[config.mk]
export PLATFORM = sky130hd
export DESIGN_NAME = sorted_set_insert_delete_unit
export DESIGN_NICKNAME = d
export VERILOG_FILES = /design/src/rtl/ssid_pkg.sv /design/src/rtl/ssid_ram.sv /design/src/rtl/ssid_ctrl.sv /design/src/rtl/sorted_set_insert_delete_unit.sv
export SDC_FILE = /design/constraint.sdc
export NUM_CORES = 1
export LEC_CHECK = 0
export BUFFER_PORTS_ARGS = -buffer_cell sky130_fd_sc_hd__buf_2
export CAP_MARGIN = 20
export CORE_MARGIN = 1.5
export CORE_UTILIZATION = 56
export CTS_CLUSTER_DIAMETER = 30
export CTS_CLUSTER_SIZE = 24
export DETAILED_ROUTE_END_ITERATION = 10
export PLACE_DENSITY = 0.75
export REMOVE_ABC_BUFFERS = 1
export SLEW_MARGIN = 10
export SYNTH_ARGS = -nofsm -noshare
export SYNTH_HDL_FRONTEND = slang
export SYNTH_HIERARCHICAL = 1
export SYNTH_SLANG_ARGS = --single-unit
[constraint.sdc]
create_clock -name clk -period 4.6 [get_ports clk]
set_clock_uncertainty 0.15 [all_clocks]
set_input_delay 0.92 -clock clk [delete_from_list [all_inputs] [get_ports clk]]
set_output_delay 0.92 -clock clk [all_outputs]
set_load 0.05 [all_outputs]
[src/rtl/ssid_pkg.sv]
// Shared types and constants for the sorted set insert/delete unit.
package ssid_pkg;

  localparam int CAPACITY = 32;
  localparam int CNT_W    = 6;
  localparam int VAL_W    = 32;
  localparam int ADDR_W   = $clog2(CAPACITY);

  localparam logic OP_INSERT = 1'b0;
  localparam logic OP_DELETE = 1'b1;

  typedef enum logic [2:0] {
    ST_IDLE,
    ST_SEARCH,
    ST_HEADER,
    ST_LIST_RD,
    ST_LIST_WR
  } state_t;

  typedef struct packed {
    logic               is_header;
    logic [CNT_W-1:0]   count;
    logic [VAL_W-1:0]   element;
    logic               dropped;
    logic               last;
  } res_t;

  typedef struct packed {
    logic               re;
    logic [ADDR_W-1:0]  raddr;
    logic               we;
    logic [ADDR_W-1:0]  waddr;
    logic [VAL_W-1:0]   wdata;
  } ram_req_t;

endpackage

[src/rtl/ssid_ram.sv]
// Generic simple dual-port RAM, one write port, one registered read port.
module ssid_ram #(
  parameter int WIDTH = 32,
  parameter int DEPTH = 32
) (
  input  logic                     clk,
  input  logic                     we,
  input  logic [$clog2(DEPTH)-1:0] waddr,
  input  logic [WIDTH-1:0]         wdata,
  input  logic                     re,
  input  logic [$clog2(DEPTH)-1:0] raddr,
  output logic [WIDTH-1:0]         rdata
);

  logic [WIDTH-1:0] mem [DEPTH];

  always_ff @(posedge clk) begin
    if (we) begin
      mem[waddr] <= wdata;
    end
    if (re) begin
      rdata <= mem[raddr];
    end
  end

endmodule

[src/rtl/ssid_ctrl.sv]
// Sequencer: search pass over the store, header, then rewrite-and-list pass.
module ssid_ctrl (
  input  logic                        clk,
  input  logic                        rst,
  input  logic                        s_tvalid,
  output logic                        s_tready,
  input  logic                        in_op,
  input  logic [ssid_pkg::VAL_W-1:0]  in_value,
  input  logic                        slot_free,
  output logic                        push,
  output ssid_pkg::res_t              res,
  output ssid_pkg::ram_req_t          ram_req,
  input  logic [ssid_pkg::VAL_W-1:0]  ram_rdata
);
  import ssid_pkg::*;

  state_t            state, state_next;
  logic              op_r;
  logic [VAL_W-1:0]  val_r;
  logic [CNT_W-1:0]  count;      // stored values, committed at header
  logic [CNT_W-1:0]  ocnt;       // count before this operation
  logic [CNT_W-1:0]  ncnt;       // count after this operation
  logic [CNT_W-1:0]  ridx;       // next search address
  logic [CNT_W-1:0]  rd_idx;     // address of the data now on ram_rdata
  logic              rv;         // search read in flight
  logic [CNT_W-1:0]  pos;
  logic              ins, del, drop;
  logic [CNT_W-1:0]  j;
  logic [VAL_W-1:0]  prev;

  logic              hit, srch_done, present;
  logic [CNT_W-1:0]  pos_found;
  logic              ins_c, del_c, drop_c;
  logic [VAL_W-1:0]  elem;
  logic              elem_last;

  assign hit       = rv && ($signed(ram_rdata) >= $signed(val_r));
  assign srch_done = hit || ((ridx == ocnt) && !rv);
  assign pos_found = hit ? rd_idx : ocnt;
  assign present   = hit && (ram_rdata == val_r);
  assign ins_c     = (op_r == OP_INSERT) && !present && (ocnt < CNT_W'(CAPACITY));
  assign drop_c    = (op_r == OP_INSERT) && !present && (ocnt >= CNT_W'(CAPACITY));
  assign del_c     = (op_r == OP_DELETE) && present;

  // New entry j from the old contents: insert shifts up by one past pos,
  // delete reads one ahead (handled by the read address).
  always_comb begin
    elem = ram_rdata;
    if (ins) begin
      if (j == pos) begin
        elem = val_r;
      end else if (j > pos) begin
        elem = prev;
      end
    end
  end
  assign elem_last = (j == ncnt - CNT_W'(1));

  assign s_tready = (state == ST_IDLE);

  always_comb begin
    state_next = state;
    push       = 1'b0;
    res        = '0;
    ram_req    = '0;
    unique case (state)
      ST_IDLE: begin
        if (s_tvalid) begin
          state_next = ST_SEARCH;
        end
      end
      ST_SEARCH: begin
        if (!hit && (ridx < ocnt)) begin
          ram_req.re    = 1'b1;
          ram_req.raddr = ridx[ADDR_W-1:0];
        end
        if (srch_done) begin
          state_next = ST_HEADER;
        end
      end
      ST_HEADER: begin
        if (slot_free) begin
          push          = 1'b1;
          res.is_header = 1'b1;
          res.count     = ncnt;
          res.dropped   = drop;
          res.last      = (ncnt == '0);
          state_next    = (ncnt == '0) ? ST_IDLE : ST_LIST_RD;
        end
      end
      ST_LIST_RD: begin
        ram_req.re    = 1'b1;
        ram_req.raddr = (del && (j >= pos)) ? ADDR_W'(j + CNT_W'(1)) : j[ADDR_W-1:0];
        state_next    = ST_LIST_WR;
      end
      ST_LIST_WR: begin
        if (slot_free) begin
          push          = 1'b1;
          res.element   = elem;
          res.last      = elem_last;
          ram_req.we    = ins || del;
          ram_req.waddr = j[ADDR_W-1:0];
          ram_req.wdata = elem;
          state_next    = elem_last ? ST_IDLE : ST_LIST_RD;
        end
      end
      default: state_next = ST_IDLE;
    endcase
  end

  always_ff @(posedge clk) begin
    if (rst) begin
      state <= ST_IDLE;
      count <= '0;
      rv    <= 1'b0;
    end else begin
      state <= state_next;
      if (state == ST_IDLE && s_tvalid) begin
        op_r  <= in_op;
        val_r <= in_value;
        ocnt  <= count;
        ridx  <= '0;
        rv    <= 1'b0;
      end
      if (state == ST_SEARCH) begin
        rv <= ram_req.re;
        if (ram_req.re) begin
          rd_idx <= ridx;
          ridx   <= ridx + CNT_W'(1);
        end
        if (srch_done) begin
          pos  <= pos_found;
          ins  <= ins_c;
          del  <= del_c;
          drop <= drop_c;
          ncnt <= ins_c ? ocnt + CNT_W'(1) : (del_c ? ocnt - CNT_W'(1) : ocnt);
        end
      end
      if (state == ST_HEADER && slot_free) begin
        count <= ncnt;
        j     <= '0;
      end
      if (state == ST_LIST_WR && slot_free) begin
        prev <= ram_rdata;
        j    <= j + CNT_W'(1);
      end
    end
  end

endmodule

[src/rtl/sorted_set_insert_delete_unit.sv]
// Sorted set insert/delete unit: top level with the result output register.
//
// Keeps up to CAPACITY distinct signed 32-bit values in ascending order in
// one RAM. Each slave beat is one operation: s_tuser = op (insert/delete),
// s_tdata = value. Duplicate inserts and absent deletes change nothing;
// an insert into a full set is dropped and flagged on the header.
// After each operation the master side lists the set: one header beat
// (m_tuser = 1) with the new count and the dropped flag, then one beat per
// stored value in ascending order; m_tlast marks the final beat (the header
// itself when the set is empty).
// Each operation runs the accept cycle, a search pass that reads the RAM
// one entry per cycle, the header, then per listed value a RAM read and
// then the rewrite of the same slot and the output beat. The store has a
// single read port. One operation is in work at a time; s_tready is
// high only between operations.
// A stall on m_tready holds the current beat in the output register and
// pauses the sequencer. Reset (rst, synchronous) empties the set; the RAM
// needs no clearing since data read from entries at or above the count is never used.
module sorted_set_insert_delete_unit (
  input  logic        clk,
  input  logic        rst,
  input  logic        s_tvalid,
  output logic        s_tready,
  input  logic [31:0] s_tdata,   // [31:0] value
  input  logic        s_tuser,   // [0] op
  output logic        m_tvalid,
  input  logic        m_tready,
  output logic [39:0] m_tdata,   // [5:0] count, [37:6] element, [38] dropped, [39] zero
  output logic        m_tuser,   // [0] is_header
  output logic        m_tlast
);
  import ssid_pkg::*;

  logic             slot_free;
  logic             push;
  res_t             res;
  ram_req_t         ram_req;
  logic [VAL_W-1:0] ram_rdata;
  res_t             obuf;

  // output beat register: free when empty or being taken this cycle
  assign slot_free = !m_tvalid || m_tready;

  ssid_ctrl u_ctrl (
    .clk       (clk),
    .rst       (rst),
    .s_tvalid  (s_tvalid),
    .s_tready  (s_tready),
    .in_op     (s_tuser),
    .in_value  (s_tdata),
    .slot_free (slot_free),
    .push      (push),
    .res       (res),
    .ram_req   (ram_req),
    .ram_rdata (ram_rdata)
  );

  ssid_ram #(
    .WIDTH (VAL_W),
    .DEPTH (CAPACITY)
  ) u_store (
    .clk   (clk),
    .we    (ram_req.we),
    .waddr (ram_req.waddr),
    .wdata (ram_req.wdata),
    .re    (ram_req.re),
    .raddr (ram_req.raddr),
    .rdata (ram_rdata)
  );

  always_ff @(posedge clk) begin
    if (rst) begin
      m_tvalid <= 1'b0;
    end else if (slot_free) begin
      m_tvalid <= push;
    end
  end

  always_ff @(posedge clk) begin
    if (slot_free && push) begin
      obuf <= res;
    end
  end

  assign m_tdata = {1'b0, obuf.dropped, obuf.element, obuf.count};
  assign m_tuser = obuf.is_header;
  assign m_tlast = obuf.last;

endmodule

==> impl_metrics.env <==
export IMPL_fin_crit_ps=4490
export IMPL_path_cells="inv_1, ha_1, nand4_1, or3_1, nor4_4, a211oi_2, and2_0, o2bb2ai_2, buf_4, nor2_4, buf_12, buf_12, a22o_1, nor3_1, a31oi_2, nand3_1"
export IMPL_grt_pass1_vias=29400
export IMPL_drtAntennaViolNets=0
export IMPL_synthToLayoutAreaGrowth_pct=21.0
export IMPL_drtPass1Iterations=8
export IMPL_cp_depth=16
export IMPL_rows=108
export IMPL_power_share_clock=0.398
export IMPL_fill_cells=5315
export IMPL_synthFlopType="edfxtp_1"
export IMPL_p_switching_mw=11.5
export IMPL_crit_fanout=29
export IMPL_critPathLaunchType="flop"
export IMPL_finalPower_mw=37.4
export IMPL_io_pins=81
export IMPL_clk_insertion_delay_late_ps=800
export IMPL_netlist_area_um2=48900
export IMPL_cp_end_kind="flop"
export IMPL_power_leakage_nw=20.7
export IMPL_swShare=0.307
export IMPL_ys_seq_area_frac=0.743
export IMPL_place_area_um2=52100
export IMPL_ir_drop_mv=0.421
export IMPL_clk_transition_reported_paths_ps=60
export IMPL_die_x_um=298
export IMPL_drc_errors=0
export IMPL_rsz0062_at_grt="yes"
export IMPL_avgSynthCellArea_um2=16.4
export IMPL_ys_seq_elements=1212
export IMPL_start_util=0.564
export IMPL_comb_power_share=0.247
export IMPL_worstPathBufferInverterCount=4
export IMPL_core_um2=86600
export IMPL_fin_hold_ws_ps=146
export IMPL_dp_cells=4195
export IMPL_grt_max_degree=57
export IMPL_finalWeightedCongestion=0.970
export IMPL_drt_iter0_drc=3668
export IMPL_synth_distinct_cells=67
export IMPL_clockBufferDepth=3
export IMPL_timing_rr_start="u_ctrl/val_r[15]"
export IMPL_tritoncts="built"
export IMPL_die_area_um2=89000
export IMPL_p_seq_frac=0.356
export IMPL_hold_viol=0
export IMPL_cp_required_ps=4980
export IMPL_cp_endpoint="u_store/rdata[27]"
export IMPL_final_setup_viol_count=0
export IMPL_route_vias_total=29200
export IMPL_setup_ws_ps=113
export IMPL_maxCapViolations=0
export IMPL_pre_cts_slack_ps=25.8
export IMPL_htree_levels=4
export IMPL_nets=3336
export IMPL_synth_edf_count=1201
export IMPL_synth_area_leaders="edfxtp_1, mux2i_1, a21oi_1"
export IMPL_ys_async_sr_fraction=0
export IMPL_drive_gt1_frac=0.202
export IMPL_grt_usage=0.297
export IMPL_worstHoldPathType="input pin to flop"
export IMPL_grt_first_pass_wirelength_um=192000
export IMPL_intPower_mw=25.9
export IMPL_fin_cells=4575
export IMPL_yosysTopAreaCell="edfxtp_1"
export IMPL_finalCritPeriodShare=0.975
export IMPL_r2r_cells=16
export IMPL_die_y_um=298
export IMPL_port_buffers=79
export IMPL_antenna_found_initial=2
export IMPL_vias_per_cell=6.38
export IMPL_regToRegSetupSlack_ps=110
export IMPL_final_common_cell="edfxtp_1"
export IMPL_powerDensity_nw_per_um2=632
export IMPL_status="finished clean"
export IMPL_cts_root_buffer="clkbuf_16"
export IMPL_slew_headroom=0.419
export IMPL_fin_area_um2=59100
export IMPL_dp_hpwl_um=74000
export IMPL_overflow=0
export IMPL_tns_ps=0
export IMPL_crit_slowest_cell="or3_1"
export IMPL_utilization=0.683
export IMPL_hp_start="s_tdata[4]"
export IMPL_post_drt_wl_per_cell_um=29.0
export IMPL_crit_family="simple AND/OR/NAND/NOR gates"
export IMPL_numClockSinks=1212
export IMPL_report_final_slew_viol_count=0
export IMPL_max_stage_delay_ps=510
export IMPL_synth_top_area_frac=0.738
export IMPL_synth_warnings=6
export IMPL_postCtsHoldBufs=0
export IMPL_synthCells=2970
export IMPL_worstSetupStartpoint="u_ctrl/val_r[15]"
export IMPL_crit_top_cell="buf_12"
export IMPL_final_cell_mix="edfxtp_1, mux2i_1, clkbuf_16"
export IMPL_fmax_mhz=223
export IMPL_r2r_end="u_store/rdata[27]"
export IMPL_tightestPinTransition_ps=871
export IMPL_cts_inserted_buffers=198
export IMPL_worstSetupPathType="flop to flop"
export IMPL_wl_um=133000
export IMPL_arrival_ps=4860
## worst register-to-register path, delay by kind of cell (launching register included)
family / cells / cell delay (ps)
and+or+nand+nor: 7 / 1860
AOI/OAI and AO/OA: 4 / 750
buffers and inverters: 4 / 660
DFF: 1 / 470
adders and majority gates: 1 / 350
## Yosys cell counts, drive strengths merged (5+ instances only)
| cell | instances |
|---|---|
| nor3 | 40 |
| a22o | 64 |
| o2bb2ai | 5 |
| a31oi | 33 |
| edfxtp | 1201 |
| a21oi | 158 |
| nand2b | 5 |
| a21o | 9 |
| nor2b | 5 |
| nand3b | 7 |
| buf | 119 |
| inv | 61 |
| nand2 | 139 |
| mux2i | 516 |
| a22oi | 97 |
| or3 | 35 |
| nand3 | 115 |
| o21ai | 76 |
| dfxtp | 11 |
| mux2 | 6 |
| xor2 | 10 |
| and3 | 5 |
| nand4 | 17 |
| and2 | 10 |
| nor2 | 58 |
| xnor2 | 10 |
| ha | 51 |
| clkbuf | 70 |
## cells by family after synthesis
kind of cell / after synthesis / share of synthesized area
buffers and inverters: 251 / 0.0278
XOR/XNOR: 20 / 0.00359
other: 1 / 0.0000768
AND/OR/NAND/NOR: 448 / 0.0445
multiplexers: 522 / 0.107
AO/OA/AOI/OAI: 465 / 0.0611
flip-flops: 1212 / 0.743
adder cells (fa/ha/maj): 51 / 0.0131
## registers in the layout, indices dropped and copies added (netlist names), 3 cells and up
signal and count:
u_store/mem 1024, u_ctrl/count 6, u_ctrl/ocnt 6, u_ctrl/val_r 32, u_ctrl/ncnt 6, u_ctrl/rd_idx 6
u_ctrl/state 3, u_store/rdata 32, u_ctrl/prev 32, u_ctrl/ridx 6, u_ctrl/j 6, u_ctrl/pos 6
m_tdata 39
## worst min-delay path by stage
stage                       endpoint  slack (ps)  cells past startpoint
finish               u_ctrl/val_r[4]         150                      1
global route        u_ctrl/val_r[13]         130                      1
CTS                 u_ctrl/val_r[13]         120                      1
detailed placement    u_ctrl/ocnt[1]         270                      0
global placement      u_ctrl/ocnt[5]         260                      0
floorplan             u_ctrl/ocnt[0]         260                      0
## what timing repair did
| action | CTS | global route |
|---|---|---|
| buffers inserted | 1 | 4 |
| pin swaps | 1 | 4 |
| gates cloned | 0 | 1 |
| resized for setup | 0 | 9 |
| setup endpoints to repair | 1 | 20 |
## cell type report
cell class,count,area (um2),share of cell area
flip-flops and latches,1212,36300,0.614
well taps,1155,1450,0.0244
repair buffers,267,2610,0.0441
inverters,62,233,0.00394
diodes,1,2.50,0.0000423
clock buffers,224,5140,0.0869
multi-input cells,1507,11700,0.199
clock inverters,147,1680,0.0284
## power groups by stage
stage                     Combinational, mW  Clock [mW]  Sequential [mW]
final                                  9.22        14.9             13.3
after detailed placement               8.80           0             13.5
after CTS                              8.94        14.9             13.3
after floorplan                        4.67           0             13.6
after global placement                 8.60           0             13.5
after global routing                   9.66        15.4             13.3
## metal layers
metal	vias to the layer above	GRT usage	routed length (um)
met5	-	0	0
met4	0	0.150	6450
met3	406	0.0690	14700
met2	1950	0.455	61400
met1	14600	0.401	50100
li1	12200	-	-
(Power assumes the default switching activity.)
